[src/sv/sgws_queue.sv]
// Small register FIFO between the front pipeline and the result sequencer.
// Depends on nothing but its parameters.
`default_nettype none

module sgws_queue #(
    parameter int WIDTH = 8,
    parameter int DEPTH = 4
) (
    input  wire logic             i_clk,
    input  wire logic             i_rst_n,
    input  wire logic             i_push,
    input  wire logic [WIDTH-1:0] i_data,
    input  wire logic             i_pop,
    output logic      [WIDTH-1:0] o_data,
    output logic                  o_empty,
    output logic                  o_full
);
    localparam int PTR_W = (DEPTH > 1) ? $clog2(DEPTH) : 1;
    localparam int CNT_W = $clog2(DEPTH + 1);

    logic [WIDTH-1:0] r_mem [DEPTH];
    logic [PTR_W-1:0] r_wr, r_rd;
    logic [CNT_W-1:0] r_count;

    function automatic logic [PTR_W-1:0] ptr_inc(input logic [PTR_W-1:0] p);
        return (p == PTR_W'(DEPTH - 1)) ? '0 : p + PTR_W'(1);
    endfunction

    always_ff @(posedge i_clk) begin
        if (!i_rst_n) begin
            r_wr    <= '0;
            r_rd    <= '0;
            r_count <= '0;
        end else begin
            if (i_push) begin
                r_wr <= ptr_inc(r_wr);
            end
            if (i_pop) begin
                r_rd <= ptr_inc(r_rd);
            end
            if (i_push && !i_pop) begin
                r_count <= r_count + CNT_W'(1);
            end else if (i_pop && !i_push) begin
                r_count <= r_count - CNT_W'(1);
            end
        end
    end

    always_ff @(posedge i_clk) begin
        if (i_push) begin
            r_mem[r_wr] <= i_data;
        end
    end

    assign o_data  = r_mem[r_rd];
    assign o_empty = (r_count == '0);
    assign o_full  = (r_count == CNT_W'(DEPTH));
endmodule

`default_nettype wire

[config.mk]
export PLATFORM = sky130hd
export DESIGN_NAME = sgws_queue
export DESIGN_NICKNAME = d
export VERILOG_FILES = /design/src/sv/sgws_queue.sv
export SDC_FILE = /design/constraint.sdc
export NUM_CORES = 1
export LEC_CHECK = 0
export ABC_CLOCK_PERIOD_IN_PS = 1380
export BUFFER_PORTS_ARGS = -buffer_cell sky130_fd_sc_hd__buf_4
export CAP_MARGIN = 20
export CORE_UTILIZATION = 47
export DETAILED_ROUTE_END_ITERATION = 10
export PLACE_DENSITY = 0.7
export SETUP_SLACK_MARGIN = 0.2
export SYNTH_ARGS = -nofsm -noshare
export SYNTH_HDL_FRONTEND = slang
export SYNTH_SLANG_ARGS = --single-unit
[constraint.sdc]
create_clock -name i_clk -period 1.38 [get_ports i_clk]
set_input_delay 0.138 -clock i_clk [delete_from_list [all_inputs] [get_ports i_clk]]
set_output_delay 0.138 -clock i_clk [all_outputs]
set_load 0.01 [all_outputs]
==> impl_results.md, run 1 <==
* Via/cell ratio at 4.76
* Tightest Hold Check Type: input port to register
* Arrival time of the worst setup path at 1.49 ns
* Slew Limit Fails at 0
* Crit end category: output pin
* Post-synthesis mux area share at 13.6%
* Minimum clock period at 1.63 ns
* Compound-cell area share of the yosys netlist at 1.24%
* Ys async rst share at 0%
* Antenna violations before repair at 0
* EDFF count, synth at 32
* CTS H-tree depth at 2
* Pwr dens at 1210 nW/um^2
* Avg Cell Area, Syn at 18.8 sq um
* Clock tree from TritonCTS: yes
* Placer Congestion at 0.630
* First-pass GRT wire length at 3960 um
* Antenna diodes at 0
* Max-Cap Viols at 0
* Root Driver: clkbuf_4
* Post-Synth Adder-Cell Area at 5.89%
* VDD IR-drop max at 740 uV
* Synth Instances at 86
* Final setup vio count at 9
* Violated checks: setup timing
* DRT Wirelength at 2590 um
* Mapped Area at 1620 sq um
* Largest net degree at the start of global routing at 13
* F_max at 615 MHz
* Clock transition at path regs at 0.11 ns
* Startpoint Class: register
* Synth Flop Type: edfxtp_1
* HPWL Detailed at 1720 um
* # rows at 20
* DRT Pass-1 Iters at 3
* Setup CP Type: register to output pin
* Post-synth top area share at 59.5%
* Antenna viol nets, final at 0
* Drt wl/cell at 14.6 um
* Synthesis-to-layout area growth at 36.3%
* DRC Markers at 0
* Synth warn at 0
* Slowest CP cell: mux4_2
* Leakage at 0.820 nW
* Largest family of logic cells by synthesized area: multiplexers
* Yosys cell types at 20
* Gr ovfl total at 0
* Simple-gate share of the synthesized area at 5.58%
* Placeable core region at 3150 sq um
* Die Ht at 60.6 um
* Layout cells sized above 1 at 45.1%
* Most frequent cell after synthesis: edfxtp_1
* CTS buffer count at 5
* Nets at 151
* Starting Density at 51.2%
* Status: finished with violations
* Area contributors post-synth: edfxtp_1 59%, dfxtp_1 11%, mux4_2 11%, ha_1 4.6%, mux2i_1 2.5%
* Vias in the first global route at 836
* Setup WS post-layout at -0.246 ns
* DR iter-0 viols at 21
* Synth Area in XOR/XNOR at 1.08%
* Die Area at 3680 sq um
* # port buffers at 21
* Relative slew slack at 87.8%
* Yosys reg bits at 41
* Slew at the pin closest to its max-slew limit at 0.181 ns
* # IOs at 22
* Buf+Inv Stages, Crit Path at 2
* Post-synth top area cell: edfxtp_1
* Final core utilization at 69.8%
* Net count after synthesis at 105
* Register area share after synthesis at 70.6%
* Total GRT Usage at 16.3%
* Final Skew at 0.00502 ns
* Die X at 60.6 um
* Clk_lat worst skew at 0.34 ns
* Fin crit share at 118%
* Fin. Hold Viols at 0
* Worst EP required at 1.24 ns
* CTS sink cnt at 41
* Most instantiated cells after synthesis: 32 x edfxtp_1, 9 x dfxtp_1, 8 x mux4_2
* Worst-path fanout max at 8
* Cell Chain, Critical Path: buf_12 -> mux4_2 -> buf_6
* Setup repair after global routing missed its margin: true
* CP peak stage delay at 0.52 ns
* Worst-case clock buffer depth at 2
* Total number of vias at 843
* Worst path top cell family by delay: multiplexers
* Hold_ws at 0.0615 ns
-- power breakdown --
group	internal (W)	leakage (nW)	total (W)	switching [W]
Clock	0.000377	0.0399	0.000738	0.000361
Sequential	0.00141	0.370	0.00145	0.0000427
Combinational	0.000289	0.410	0.000473	0.000184
-- metal layers --
metal / global-route usage [%] / routed length, um
met5: 0 / 0
met4: 7.79 / 28
met3: 5.76 / 107
met2: 27.5 / 1350
met1: 18.5 / 1100
-- timing repair --
item | 4_1_cts | 5_1_grt
pin swaps | 4 | 2
hold buffers | 8 | 0
resized for setup | 15 | 5
hold endpoints to repair | 32 | 0
endpoints found under the setup margin | 28 | 34
buffers inserted | 3 | 0
-- metrics by stage --
step / std cells / TNS, ns / setup slack (ns) / cell area, sq um / total power [W]
global route: 177 / -2.44 / -0.307 / 2200 / 0.00278
finish: 177 / -1.92 / -0.246 / 2200 / 0.00266
floorplan: 86 / 0 / 0.0503 / 1630 / 0.00167
global placement: 158 / -0.0766 / -0.0766 / 1960 / 0.00184
CTS: 177 / -2.14 / -0.272 / 2190 / 0.00267
detailed placement: 158 / -0.138 / -0.138 / 1960 / 0.00186
-- state kept, by name, indices dropped and copies added (netlist names), named ones only --
| name | count |
|---|---|
| r_rd | 2 |
| r_mem | 32 |
| r_wr | 2 |
| r_count | 3 |
-- worst register-to-register path: stages (launching register included) --
cell,delay [ns]
dfxtp_4,0.37
fa_2,0.35
xor2_1,0.18
or3_1,0.32
a21boi_1,0.13
-- kinds of logic (layout without fill, tap and decap cells) --
logic type | count (synthesis) | count (layout)
XOR/XNOR | 2 | 2
adder cells (fa/ha/maj) | 7 | 7
AND/OR/NAND/NOR | 15 | 15
buffers and inverters | 6 | 53
AO/OA/AOI/OAI | 3 | 3
flip-flops | 41 | 41
multiplexers | 12 | 12
-- layout make-up --
class	instances	area (sq um)
clock buffer	6	41.3
clock inverter	2	33.8
fill	216	951
inverter	4	17.5
multi-input combinational	39	477
sequential	41	1150
tap	44	55.1
timing repair buffer	41	428
-- cells in the final DEF (no fill, tap or decap), types with 2 or more instances in the layout --
cell | Yosys | final
clkbuf_4 | 0 | 5
inv_2 | 0 | 2
dfxtp_1 | 9 | 4
mux2i_1 | 4 | 4
edfxtp_1 | 32 | 32
dfxtp_2 | 0 | 4
mux4_2 | 8 | 8
buf_4 | 0 | 18
buf_12 | 0 | 5
buf_6 | 1 | 10
dlygate4sd3_1 | 0 | 8
nor2b_1 | 5 | 5
and2_1 | 5 | 4
ha_1 | 6 | 5
-- worst paths after layout --
check	startpoint	end	slack, ns	cells past startpoint
max	register	o_data[5]	-0.25	3
min	i_rst_n	r_count[0]$_SDFFE_PN0P_	0.06	2
max reg2reg	r_count[0]$_SDFFE_PN0P_	r_count[2]$_SDFFE_PN0P_	-0.03	4
min reg2reg	r_wr[1]$_SDFFE_PN0P_	r_wr[1]$_SDFFE_PN0P_	0.55	2
No activity file was read; power rests on OpenSTA's default activity.
==> inputs of run 2 (changes only) <==
--- a/config.mk
+++ b/config.mk
@@ -15,3 +15,4 @@
 export SYNTH_ARGS = -nofsm -noshare
 export SYNTH_HDL_FRONTEND = slang
 export SYNTH_SLANG_ARGS = --single-unit
+export TNS_END_PERCENT = 20
==> run 2 against run 1 <==
Effect of this change:
- the flow still finishes with violations (setup timing)
- clock skew increased by 0.0020 ns
- first-iteration DRC count unchanged
- count of clock-buffer cells in the layout unchanged
- sequential share of layout area increased by 1.1 points
- sequential cell count unchanged
- critical endpoint unchanged
- largest cell class unchanged
- largest power group unchanged
==> impl_results.md, run 2 (synthesis results as in run 1) <==
* VDD IR-drop max at 649 uV (-12%)
* Hold_sp: i_rst_n
* Leakage at 0.798 nW (-2.6%)
* Status: finished with violations
* Antenna viol nets, final at 0 (unchanged)
* HPWL Detailed at 1720 um (unchanged)
* Tightest Hold Check Type: input port to register
* Worst-path fanout max at 8 (unchanged)
* DRC Markers at 0 (unchanged)
* Worst r2r dst: r_count[2]$_SDFFE_PN0P_
* Layout cells sized above 1 at 43.1% (-2.0 points)
* Clock tree from TritonCTS: yes
* # port buffers at 21 (unchanged)
* Largest register by flop count: r_mem
* Startpoint Class: register
* Largest net degree at the start of global routing at 13 (unchanged)
* Placed Cells at 158 (unchanged)
* Arrival time of the worst setup path at 1.49 ns (about the same)
* Setup CP Type: register to output pin
* Fin crit share at 118% (about the same)
* Commonest non-fill, non-tap cell in the layout: edfxtp_1
* Die Area at 3680 sq um (unchanged)
* Max-Cap Viols at 0 (unchanged)
* Nets at 148 (-2.0%)
* First-pass GRT wire length at 3860 um (-2.4%)
* F_max at 615 MHz (about the same)
* Total GRT Usage at 15.8% (-0.46 points)
* Final setup vio count at 9 (unchanged)
* Cell Chain, Critical Path: buf_12 -> mux4_2 -> buf_6
* Root Driver: clkbuf_4
* DR iter-0 viols at 21 (unchanged)
* DRT Wirelength at 2500 um (-3.5%)
* Fin. Hold Viols at 0 (unchanged)
* Slew Limit Fails at 0 (unchanged)
* Placer Congestion at 0.630 (unchanged)
* RR Startpoint: r_count[0]$_SDFFE_PN0P_
* Final Skew at 0.00700 ns (+0.00198 ns)
* # IOs at 22 (unchanged)
* Minimum clock period at 1.63 ns (-0.000302 ns)
* Pwr dens at 1210 nW/um^2 (about the same)
* Relative slew slack at 87.9% (+0.089 points)
* Starting Density at 51.2% (unchanged)
* Via/cell ratio at 4.72 (-0.93%)
* DRT Pass-1 Iters at 3 (unchanged)
* Synthesis-to-layout area growth at 33.6%
* Setup repair after global routing missed its margin: true
* CP peak stage delay at 0.52 ns (about the same)
* Die Ht at 60.6 um (unchanged)
* R2R setup slack at -0.04 ns (about the same)
* Largest register FFs at 32 (unchanged)
* Slowest CP cell: mux4_2
* Post-Layout Cell Count at 174 (-1.7%)
* Crit end category: output pin
* CTS H-tree depth at 2 (unchanged)
* Violated checks: setup timing
* Worst EP required at 1.24 ns (about the same)
* Biggest regs: r_mem: 32 flops, r_count: 3 flops
* # rows at 20 (unchanged)
* Slew at the pin closest to its max-slew limit at 0.181 ns (+0.000193 ns)
* Hold_ws at 0.0624 ns (+0.000920 ns)
* Clock transition at path regs at 0.11 ns (about the same)
* Hold Crit Depth at 2 (unchanged)
* Vias in the first global route at 809 (-3.2%)
* CTS sink cnt at 41 (unchanged)
* Drt wl/cell at 14.4 um (-1.9%)
* Setup WS post-layout at -0.246 ns (+0.000302 ns)
* Clk_lat worst skew at 0.34 ns (about the same)
* Gr ovfl total at 0 (unchanged)
* Worst-case clock buffer depth at 2 (unchanged)
* CTS buffer count at 5 (unchanged)
* Reg2Reg Depth at 4 (unchanged)
* Total number of vias at 821 (-2.6%)
* Placeable core region at 3150 sq um (unchanged)
* Antenna diodes at 0 (unchanged)
* Die X at 60.6 um (unchanged)
* Commonest cells after routing, fill and taps aside: 32 x edfxtp_1, 17 x buf_4, 8 x mux4_2, 8 x dlygate4sd3_1, 8 x buf_6
* Antenna violations before repair at 0 (unchanged)
* Setup tns final at -1.93 ns (-0.00805 ns)
* Hold-critical path endpoint: r_count[1]$_SDFFE_PN0P_
==> run 2: layout make-up <==
cell class | count | area, sq um
Clock buffer | 6 | 41.3
Inverter | 4 | 17.5
Clock inverter | 2 | 33.8
Tap cell | 44 | 55.1
Sequential cell | 41 | 1150
Fill cell | 223 | 995
Multi-Input combinational cell | 39 | 463
Timing Repair Buffer | 38 | 398
==> run 2: worst max path at each step <==
stage,startpoint,to,slack (ns),cells past startpoint
final,register,o_data[5],-0.25,3
after global routing,register,o_data[3],-0.31,3
after global placement,i_pop,r_count[2]$_SDFFE_PN0P_,-0.08,8
after detailed placement,i_pop,r_count[2]$_SDFFE_PN0P_,-0.14,8
after floorplan,r_count[0]$_SDFFE_PN0P_,r_count[2]$_SDFFE_PN0P_,0.05,4
after CTS,register,o_data[5],-0.27,3
==> run 2: per-stage QoR <==
stage	cell area, sq um	setup slack (ns)	util [%]	power (W)
after floorplan	1630	0.0503	-	0.00167
after global placement	1960	-0.0766	62.2	0.00184
after detailed placement	1960	-0.138	62.2	0.00186
after CTS	2150	-0.272	68.3	0.00264
after global routing	2160	-0.307	68.5	0.00273
final	2160	-0.246	68.5	0.00261
==> run 2: routing by layer <==
layer / share of wire, % / global-route usage [%]
met1: 43 / 18.4
met2: 51 / 26.1
met3: 4.3 / 5.76
met4: 1.1 / 7.79
met5: 0 / 0
==> run 2: power breakdown <==
group | total (W) | switching, W | internal, W | leakage, nW
Combinational | 0.000429 | 0.000169 | 0.000260 | 0.388
Sequential | 0.00145 | 0.0000386 | 0.00141 | 0.370
Clock | 0.000736 | 0.000359 | 0.000377 | 0.0399
==> run 2: repair_timing <==
action / in CTS / in global routing
hold buffers: 8 / 0
pin swaps: 0 / 0
resized for setup: 12 / 4
endpoints found under the setup margin: 28 / 34
hold endpoints to repair: 32 / 0
setup buffers: 0 / 0
==> run 2: worst max-delay path: cells and delay by family (launching register included) <==
| family | cells | cell delay (ns) |
|---|---|---|
| flip-flops | 1 | 0.36 |
| buffers and inverters | 2 | 0.27 |
| multiplexers | 1 | 0.52 |
