--- src/sv/sgws_pkg.sv ---
// Shared types and constants of the Savitzky-Golay window smoother.
// No dependencies; every other file of the block except sgws_queue imports this package.
`default_nettype none

package sgws_pkg;

    localparam int VAL_W     = 24;
    localparam int TAG_W     = 32;
    localparam int COEF_W    = 18;
    localparam int NUM_COEF  = 7;
    localparam int CFG_IDX_W = 3;
    localparam int FCNT_W    = 3;
    localparam int SLOT_W    = 2;
    localparam int FRAC_W    = 16;

    // 25-bit signed sample times 18-bit weight, and a sum of up to seven of them.
    localparam int PROD_W = VAL_W + 1 + COEF_W;
    localparam int ACC_W  = PROD_W + 3;

    localparam int QUEUE_DEPTH = 4;

    localparam logic [FCNT_W-1:0]    FCNT_MAX      = '1;
    localparam logic [VAL_W-1:0]     VAL_MAX       = '1;
    localparam logic [ACC_W-1:0]     ROUND_HALF    = ACC_W'(1) << (FRAC_W - 1);
    localparam logic [CFG_IDX_W-1:0] CFG_COEF_LAST = 3'd6;

    localparam logic signed [COEF_W-1:0] COEF_RESET [NUM_COEF] = '{
        -18'sd6242, 18'sd9362, 18'sd18725, 18'sd21845, 18'sd18725, 18'sd9362, -18'sd6242
    };

    typedef struct packed {
        logic                 we;
        logic [CFG_IDX_W-1:0] idx;
        logic [COEF_W-1:0]    data;
    } t_cfg_wr;

    // Which slots of a queue entry turn into results: slot 0 is the sample
    // RIGHT_TAPS back from the newest, the highest slot is the newest.
    typedef struct packed {
        logic [SLOT_W-1:0] first;
        logic [SLOT_W-1:0] last_slot;
        logic              is_end;
    } t_ent_meta;

    localparam int META_W = $bits(t_ent_meta);

endpackage

`default_nettype wire

--- src/sv/sgws_out_if.sv ---
// Result channel: valid/ready handshake with smoothed value, tag and last flag.
// Depends on sgws_pkg for field widths.
`default_nettype none

interface sgws_out_if;
    import sgws_pkg::*;

    logic             valid;
    logic             ready;
    logic [VAL_W-1:0] smoothed_value;
    logic [TAG_W-1:0] tag_out;
    logic             last_out;

    modport source (output valid, output smoothed_value, output tag_out,
                    output last_out, input ready);
    modport sink   (input valid, input smoothed_value, input tag_out,
                    input last_out, output ready);
endinterface

`default_nettype wire

--- src/sv/sgws_back.sv ---
// Result sequencer: walks the slots of the queue head, one result per beat,
// into a registered output stage. Depends on sgws_pkg and sgws_out_if.
`default_nettype none

module sgws_back #(
    parameter int RIGHT_TAPS = 3
) (
    input  wire logic  i_clk,
    input  wire logic  i_rst_n,
    input  wire logic [sgws_pkg::META_W + (RIGHT_TAPS + 1) * (sgws_pkg::VAL_W + sgws_pkg::TAG_W) - 1:0]
                       i_data,
    input  wire logic  i_empty,
    output logic       o_pop,
    sgws_out_if.source o_out
);
    import sgws_pkg::*;

    localparam int NS = RIGHT_TAPS + 1;

    t_ent_meta         head;
    logic [SLOT_W-1:0] r_slot, cur_slot;
    logic              r_started;
    logic              r_out_valid, r_out_last;
    logic [VAL_W-1:0]  r_out_val;
    logic [TAG_W-1:0]  r_out_tag;
    logic              load, emit, at_last;

    assign head     = i_data[$bits(i_data)-1 -: META_W];
    assign cur_slot = r_started ? r_slot : head.first;
    assign at_last  = (cur_slot == head.last_slot);
    assign load     = !r_out_valid || o_out.ready;
    assign emit     = load && !i_empty;
    assign o_pop    = emit && at_last;

    always_ff @(posedge i_clk) begin
        if (!i_rst_n) begin
            r_out_valid <= 1'b0;
            r_started   <= 1'b0;
            r_slot      <= '0;
        end else begin
            if (load) begin
                r_out_valid <= !i_empty;
            end
            if (emit) begin
                r_started <= !at_last;
                r_slot    <= cur_slot + SLOT_W'(1);
            end
        end
    end

    always_ff @(posedge i_clk) begin
        if (emit) begin
            r_out_val  <= i_data[NS * TAG_W + cur_slot * VAL_W +: VAL_W];
            r_out_tag  <= i_data[cur_slot * TAG_W +: TAG_W];
            r_out_last <= head.is_end && at_last;
        end
    end

    assign o_out.valid          = r_out_valid;
    assign o_out.smoothed_value = r_out_val;
    assign o_out.tag_out        = r_out_tag;
    assign o_out.last_out       = r_out_last;
endmodule

`default_nettype wire

--- src/flat_wrapper.sv ---
// flat-port wrapper written by rule: the top's interface ports become plain ports
module sgws_back_flat import sgws_pkg::*;
#(
    parameter int RIGHT_TAPS = 3
)
  (i_clk, i_rst_n, i_data, i_empty, o_pop, o_out_valid, o_out_smoothed_value, o_out_tag_out, o_out_last_out, o_out_ready);
  sgws_out_if o_out_i ();
  input  wire logic i_clk;
  input  wire logic i_rst_n;
  input  wire logic [sgws_pkg::META_W + (RIGHT_TAPS + 1) * (sgws_pkg::VAL_W + sgws_pkg::TAG_W) - 1:0] i_data;
  input  wire logic i_empty;
  output logic o_pop;
  output wire logic [$bits(o_out_i.valid)-1:0] o_out_valid;
  output wire logic [$bits(o_out_i.smoothed_value)-1:0] o_out_smoothed_value;
  output wire logic [$bits(o_out_i.tag_out)-1:0] o_out_tag_out;
  output wire logic [$bits(o_out_i.last_out)-1:0] o_out_last_out;
  input wire logic [$bits(o_out_i.ready)-1:0] o_out_ready;
  assign o_out_valid = o_out_i.valid;
  assign o_out_smoothed_value = o_out_i.smoothed_value;
  assign o_out_tag_out = o_out_i.tag_out;
  assign o_out_last_out = o_out_i.last_out;
  assign o_out_i.ready = o_out_ready;
  sgws_back #(.RIGHT_TAPS(RIGHT_TAPS)) u_core (.i_clk(i_clk), .i_rst_n(i_rst_n), .i_data(i_data), .i_empty(i_empty), .o_pop(o_pop), .o_out(o_out_i));
endmodule
--- config.mk ---
export PLATFORM = sky130hd
export DESIGN_NAME = sgws_back_flat
export DESIGN_NICKNAME = d
export VERILOG_FILES = /design/src/sv/sgws_pkg.sv /design/src/sv/sgws_out_if.sv /design/src/sv/sgws_back.sv /design/src/flat_wrapper.sv
export SDC_FILE = /design/constraint.sdc
export NUM_CORES = 1
export LEC_CHECK = 0
export BUFFER_PORTS_ARGS = -buffer_cell sky130_fd_sc_hd__buf_2
export CAP_MARGIN = 25
export CORE_AREA = 2 2 114 116
export CTS_CLUSTER_SIZE = 16
export DETAILED_ROUTE_END_ITERATION = 6
export DIE_AREA = 0 0 116 118
export GPL_ROUTABILITY_DRIVEN = 0
export SLEW_MARGIN = 20
export SYNTH_ARGS = -nofsm -noshare
export SYNTH_HDL_FRONTEND = slang
export SYNTH_SLANG_ARGS = --single-unit
--- constraint.sdc ---
create_clock -name i_clk -period 2.75 [get_ports i_clk]
set_input_delay 0.55 -clock i_clk [delete_from_list [all_inputs] [get_ports i_clk]]
set_output_delay 0.55 -clock i_clk [all_outputs]
set_load 0.03 [all_outputs]
==> metrics.md, run 1 <==
| Metric | Value |
|---|---|
| Status | `finished, final reports clean` |
| Final wirelength | `10,600 um` |
| All-Layer GR Usage | `15.4%` |
| Setup TNS | `0 ns` |
| Unrepaired setup endpoints after global routing | `false` |
| Top cell type's share of synthesized area | `52.4%` |
| H-tree depth | `3` |
| DR vias | `2,808` |
| Number of global-route vias before repair | `2,886` |
| Distinct cells, synth | `20` |
| 1st-iter DRT viols | `100` |
| Worst setup endpoint | `o_pop` |
| Die area | `13,700 um2` |
| Final hold vios | `0` |
| Compound-cell area share of the yosys netlist | `1.38%` |
| Final setup fails | `0` |
| N_diodes | `0` |
| Worst setup margin | `0.517 ns` |
| TritonCTS clock tree | `built` |
| CTS Root Cell | `clkbuf_16` |
| Largest net degree at the start of global routing | `33` |
| Biggest area consumer among synthesized cells | `edfxtp_1` |
| Row cnt | `41` |
| Clock tree sinks | `61` |
| Reg2Reg Depth | `3` |
| CP startpoint kind | `register` |
| CP Capture Type | `output port` |
| Min-Delay Startpoint | `i_empty` |
| Static leakage | `0.00234 uW` |
| First-pass GRT wire length | `15,700 um` |
| Final routed DRC violation total | `0` |
| Maxcap violations | `0` |
| Syn_nets | `383` |
| Reg-to-Reg End | `u_core.o_out.tag_out[31]` |
| Period utilization | `81.2%` |
| Total CTS buffers | `9` |
| 1st-pass router iterations | `4` |
| Worst Tran Pin Value | `0.423 ns` |
| Post-Syn Area | `3270 um2` |
| PD cells | `595 nW/um2` |
| Post-synthesis register bit count | `61` |
| Post-CTS Setup Bufs | `0` |
| Fillers | `1,170` |
| Initial antenna violation count | `0` |
| Fin crit period | `2.23 ns` |
| Final global-route overflow total | `0` |
| Hpwl dp | `8740 um` |
| Maximum VDD drop | `0.236 mV` |
| Top-level I/O count | `292` |
| CP arrival | `1.68 ns` |
| Mean Syn Cell Area | `21.8 um2` |
| Pre-CTS WS | `0.687 ns` |
| Initial core utilization | `26.3%` |
| Total Nets Final | `679` |
| Gate Count Post-Synth | `150` |
| Bufs on Longest Clock Path | `2` |
| WS Path Type | `register to output port` |
| Final ANT Viol Nets | `0` |
| Synth Area in Simple Gates | `1.03%` |
| Placed Instances | `607` |
| Post-Synth XOR/XNOR Area | `0.805%` |
| Slew Viols, Final | `0` |
| Ranking of synthesized cells by area | `edfxtp_1, mux4_2, dfxtp_1` |
| Share of layout cells above drive strength 1 | `82.3%` |
| Hold Path Class | `primary input to register` |
| Crit. Startpoint | `u_core.r_started` |
| Area grow syn2layout | `60.7%` |
| CORE AREA | `12,400 um2` |
| Max FO, Critical Path | `3` |
| CTS resizes | `0` |
| Avg WL per Cell | `17.0 um` |
| Die Ht | `118 um` |
| Largest family of logic cells by synthesized area | `multiplexers` |
| Hold path depth | `2` |
| Die Span X | `116 um` |
| R2r setup slk | `0.77 ns` |
| Clock-pin slew on the worst setup and hold paths | `0.05 ns` |
| IO buf count | `291` |
| Worst r2r src | `u_core.r_started` |
| Fin Clk Skew | `0.00994 ns` |
| Sequential cell area fraction in the yosys report | `54.9%` |
| F_max | `0.448 GHz` |
| Post-synthesis adder-cell area fraction | `0%` |
| Yosys warning total | `0` |
| DR vias/cell | `4.51` |
| Skew-Pair Late Insertion Delay | `0.33 ns` |
| Post-synthesis mux area share | `39.3%` |
| Post-CTS Hold Fix Bufs | `0` |
| Relative slew slack | `71.8%` |
| Worst endpoint required time | `2.20 ns` |
| Non-Filler Instances | `623` |
Yosys cell counts:
cell type / count
a211oi_1: 1
a21o_1: 1
a21oi_1: 3
buf_2: 10
buf_6: 2
dfxtp_1: 4
edfxtp_1: 57
inv_1: 3
mux2i_1: 1
mux2i_2: 1
mux4_2: 56
nand2_1: 1
nand2b_1: 1
nand3_1: 1
nor2b_1: 1
nor3_1: 1
nor3b_1: 1
o21ai_0: 1
o311a_1: 1
xnor2_1: 3
power by group:
part | internal [uW] | switching, uW
sequential | 1150 | 28.1
combinational | 412 | 429
clock | 699 | 406
per-stage QoR:
step | util, % | area (um2) | hold slack, ns | total power, uW
3_3_place_gp | 39.9 | 4960 | 0.523 | 2030
5_1_grt | 42.3 | 5250 | 0.443 | 3270
3_5_place_dp | 39.9 | 4960 | 0.511 | 2050
2_1_floorplan | - | 3270 | 0.462 | 1730
4_1_cts | 42.3 | 5250 | 0.431 | 3170
6_report | 42.3 | 5250 | 0.444 | 3120
sequential cells by signal (all words and copies together), names as in the netlist:
register and flops:
u_core.o_out.last_out 1, u_core.r_started 1, u_core.r_slot 2, u_core.o_out.smoothed_value 24, u_core.o_out.valid 1, u_core.o_out.tag_out 32
critical path: stages (launching register included):
cell     delay, ns
dfxtp_1       0.47
mux2i_4       0.38
xnor2_1       0.14
nor3_1        0.15
buf_2         0.22
worst min-delay path by stage:
stage | endpoint
after CTS | u_core.o_out.valid
after floorplan | u_core.r_slot[0]
final | u_core.o_out.valid
after global placement | u_core.r_slot[0]
after global routing | u_core.o_out.valid
after detailed placement | u_core.r_slot[0]
layout make-up:
cell class,instances,area (um2),share of cell area (%)
inverters,3,11.3,0.215
multi-input cells,74,1410,26.9
clock inverters,6,63.8,1.22
clock buffers,10,229,4.36
flip-flops and latches,61,1790,34.1
well taps,172,215,4.10
repair buffers,297,1530,29.1
per-layer routing:
metal	part of all wire (%)	GRT usage [%]	vias up	wire length, um
met5	0	0	-	0
met4	1.4	4.54	0	148
met3	7.8	4.33	12	824
met2	54	27.2	132	5690
met1	37	17.8	1391	3960
li1	-	-	1273	-
logic make-up (layout without fill, tap and decap cells):
kind of cell,count (synthesis),count (layout)
DFF,61,61
muxes,58,58
buffers and inverters,15,316
AOI/OAI and AO/OA,7,7
and+or+nand+nor,6,6
xor gates and xnor gates,3,3
cell usage in the layout (no fill, tap or decap), drive strengths merged:
cell type,n
nand2,1
nand3,1
nand2b,1
inv,3
a21o,1
nor2b,1
xnor2,3
o311a,1
nor3b,1
bufinv,1
clkbuf,10
edfxtp,57
mux2i,2
a211oi,1
o21ai,1
clkinv,3
dfxtp,4
mux4,56
a21oi,3
buf,297
nor3,1
clkinvlp,2
Note: power is estimated with default switching activity, not from simulation.
==> run 2: changes to the inputs <==
--- a/config.mk
+++ b/config.mk
@@ -5,12 +5,13 @@
 export SDC_FILE = /design/constraint.sdc
 export NUM_CORES = 1
 export LEC_CHECK = 0
+export ABC_AREA = 1
 export BUFFER_PORTS_ARGS = -buffer_cell sky130_fd_sc_hd__buf_2
 export CAP_MARGIN = 25
-export CORE_AREA = 2 2 114 116
+export CORE_AREA = 2 2 115 117
 export CTS_CLUSTER_SIZE = 16
 export DETAILED_ROUTE_END_ITERATION = 6
-export DIE_AREA = 0 0 116 118
+export DIE_AREA = 0 0 117 119
 export GPL_ROUTABILITY_DRIVEN = 0
 export SLEW_MARGIN = 20
 export SYNTH_ARGS = -nofsm -noshare
==> constraint.sdc (replaced) <==
create_clock -name i_clk -period 2.2 [get_ports i_clk]
set_input_delay 0.44 -clock i_clk [delete_from_list [all_inputs] [get_ports i_clk]]
set_output_delay 0.44 -clock i_clk [all_outputs]
set_load 0.03 [all_outputs]
==> run 2 against run 1 <==
  * Sequential share of layout area down 3.7 points
  * Die area is 1.7% higher
  * Global-route usage grew 1.2 points
  * Worst hold slack worse by 0.11 ns
  * Clock power is 32% higher
  * Clock-buffer cell count unchanged
  * Power is 36% higher
  * Synthesized cell count rose to 3.2 times the previous value
  * First-iteration DRC count up 72%
  * Largest power group unchanged
==> metrics.md, run 2 <==
| Metric | Value |
|---|---|
| Status | `finished, final reports clean` |
| Max FO, Critical Path | `5` |
| Top cell type's share of synthesized area | `42.9%` |
| Clock tree sinks | `61` |
| Unrepaired setup endpoints after global routing | `false` |
| CORE AREA | `12,900 um2` |
| Post-CTS Hold Fix Bufs | `0` |
| Share of layout cells above drive strength 1 | `49.5%` |
| CP arrival | `1.54 ns` |
| Non-Filler Instances | `935` |
| Period utilization | `90.1%` |
| Top-level I/O count | `292` |
| Row cnt | `42` |
| Number of flip-flops under the largest register name | `32` |
| Area grow syn2layout | `47.6%` |
| Skew-Pair Late Insertion Delay | `0.32 ns` |
| Yosys warning total | `0` |
| TritonCTS clock tree | `built` |
| CP startpoint kind | `register` |
| Ranking of synthesized cells by area | `edfxtp_1, o21ai_1, a21oi_2` |
| Pre-CTS WS | `0.435 ns` |
| WS Path Type | `register to output port` |
| CP Capture Type | `output port` |
| Total CTS buffers | `9` |
| Sequential cell area fraction in the yosys report | `44.9%` |
| Die Span X | `117 um` |
| Largest net degree at the start of global routing | `68` |
| Maxcap violations | `0` |
| Worst Tran Pin Value | `0.668 ns` |
| Mean Syn Cell Area | `8.31 um2` |
| CP cell instances | `nand2_1 -> nand2_8 -> nand2_1 -> nand2_1 -> nand3_2 -> inv_4 -> buf_2` |
| Final ANT Viol Nets | `0` |
| Worst path max stage delay | `0.40 ns` |
| Biggest area consumer among synthesized cells | `edfxtp_1` |
| Most used DFF post-synth | `edfxtp_1` |
| Most frequent cell after synthesis | `o21ai_1` |
| Final setup fails | `0` |
| First-pass GRT wire length | `18,100 um` |
| 1st-iter DRT viols | `172` |
| Fin Clk Skew | `0.00407 ns` |
| Placed Instances | `918` |
| Avg WL per Cell | `13.1 um` |
| Bufs on Longest Clock Path | `2` |
| Commonest cells after routing, fill and taps aside | `buf_2, o21ai_1, inv_1, nor2_1, edfxtp_1` |
| All-Layer GR Usage | `16.6%` |
| H-tree depth | `3` |
| Total power | `4250 uW` |
| Syn_nets | `713` |
| PD cells | `722 nW/um2` |
| Final routed DRC violation total | `0` |
| Total Nets Final | `986` |
| Crit path max-delay family | `simple AND/OR/NAND/NOR gates` |
| Post-CTS Setup Bufs | `0` |
| Static leakage | `0.00280 uW` |
| Worst endpoint required time | `1.76 ns` |
| DR vias/cell | `4.65` |
| F_max | `0.504 GHz` |
| Initial antenna violation count | `2` |
| Die area | `13,900 um2` |
| DR vias | `4,350` |
| 1st-pass router iterations | `4` |
| Slowest stage cell, crit path | `dfxtp_1` |
| Crit path buf inv count | `2` |
| Number of global-route vias before repair | `4,124` |
| CP most frequent cell | `nand2_1` |
| Clock-pin slew on the worst setup and hold paths | `0.05 ns` |
| Fin crit period | `1.98 ns` |
| Leading cell type in the layout, fill and taps excluded | `buf_2` |
| Final Cell Area | `5890 um2` |
| Placed inst area | `5580 um2` |
| CTS resizes | `0` |
| Initial core utilization | `31.0%` |
| IO buf count | `291` |
| Top post-synthesis cells by count | `o21ai_1, inv_1, edfxtp_1, nor2_1, o21ai_0` |
| Final hold vios | `0` |
| CTS Root Cell | `clkbuf_16` |
| Final wirelength | `12,200 um` |
| Hold Path Class | `primary input to register` |
| Maximum VDD drop | `0.337 mV` |
| Worst setup margin | `0.217 ns` |
| FFs w/ async S/R, synth | `0%` |
| Number of enable flip-flop cells after synthesis | `57` |
| Die Ht | `119 um` |
| Gate Count Post-Synth | `480` |
| Post-Syn Area | `3990 um2` |
| Slew Viols, Final | `0` |
| Hpwl dp | `9250 um` |
| Post-synthesis register bit count | `61` |
| Final global-route overflow total | `0` |
| Distinct cells, synth | `20` |
| Relative slew slack | `55.4%` |
## run 2: cell count changes in the layout (fill, tap and decap cells not counted), sizes merged, moves of 2 or more
cell      before  now
nand3          1    5
inv            3   71
xnor2          3    0
mux2i          2    0
nor2           0   57
nand2          1   20
a21oi          3   61
o21ai          1  169
clkinvlp       2    0
mux4          56    0
## run 2: cell families after synthesis
family,count (synthesis),share of synthesized area (%)
buf+inv,107,12.9
flops,61,44.9
compound gates,230,33.8
simple gates,82,8.38
## run 2: path summary, 6_finish.rpt
| path | depth (start not counted) | start | end | slack [ns] |
|---|---|---|---|---|
| max | 7 | u_core.r_started | o_pop | 0.22 |
| min | 2 | i_empty | u_core.o_out.valid | 0.34 |
| max reg2reg | 6 | u_core.r_started | u_core.o_out.smoothed_value[7] | 0.48 |
| min reg2reg | 2 | u_core.o_out.valid | u_core.o_out.valid | 0.49 |
## run 2: final cells by class
| class | instances | area [um2] |
|---|---|---|
| fill | 1273 | 6990 |
| sequential | 61 | 1790 |
| multi-input combinational | 312 | 1710 |
| timing repair buffer | 298 | 1570 |
| inverter | 71 | 282 |
| clock buffer | 10 | 229 |
| tap | 176 | 220 |
| clock inverter | 6 | 77.6 |
| antenna | 1 | 2.50 |
## run 2: report_power, final
group          leakage (uW)  internal, uW  switching [uW]
clock network      0.000151           979             495
logic               0.00206           472             821
registers          0.000588          1450            34.7
## run 2: worst reg2reg max path: cells and delay by family (launching register included)
| kind | cells | cell delay [ns] |
|---|---|---|
| AOI/OAI and AO/OA | 3 | 0.28 |
| buffers and inverters | 1 | 0.30 |
| DFF | 1 | 0.40 |
| and+or+nand+nor | 2 | 0.49 |
## run 2: per-layer routing
metal  up-vias  wire length, um  global-route usage (%)
li1       2186                -                       -
met1      1959             4480                    16.0
met2       182             6320                    31.8
met3        21             1140                    5.14
met4         2              286                    6.54
met5         -               11                       0
## run 2: through the flow
stage	hold slack, ns	util (%)	TNS, ns
2_1_floorplan	0.518	-	-0.143
3_3_place_gp	0.482	43.3	0
3_5_place_dp	0.478	43.3	0
4_1_cts	0.323	45.7	0
5_1_grt	0.335	45.7	0
6_report	0.338	45.7	0
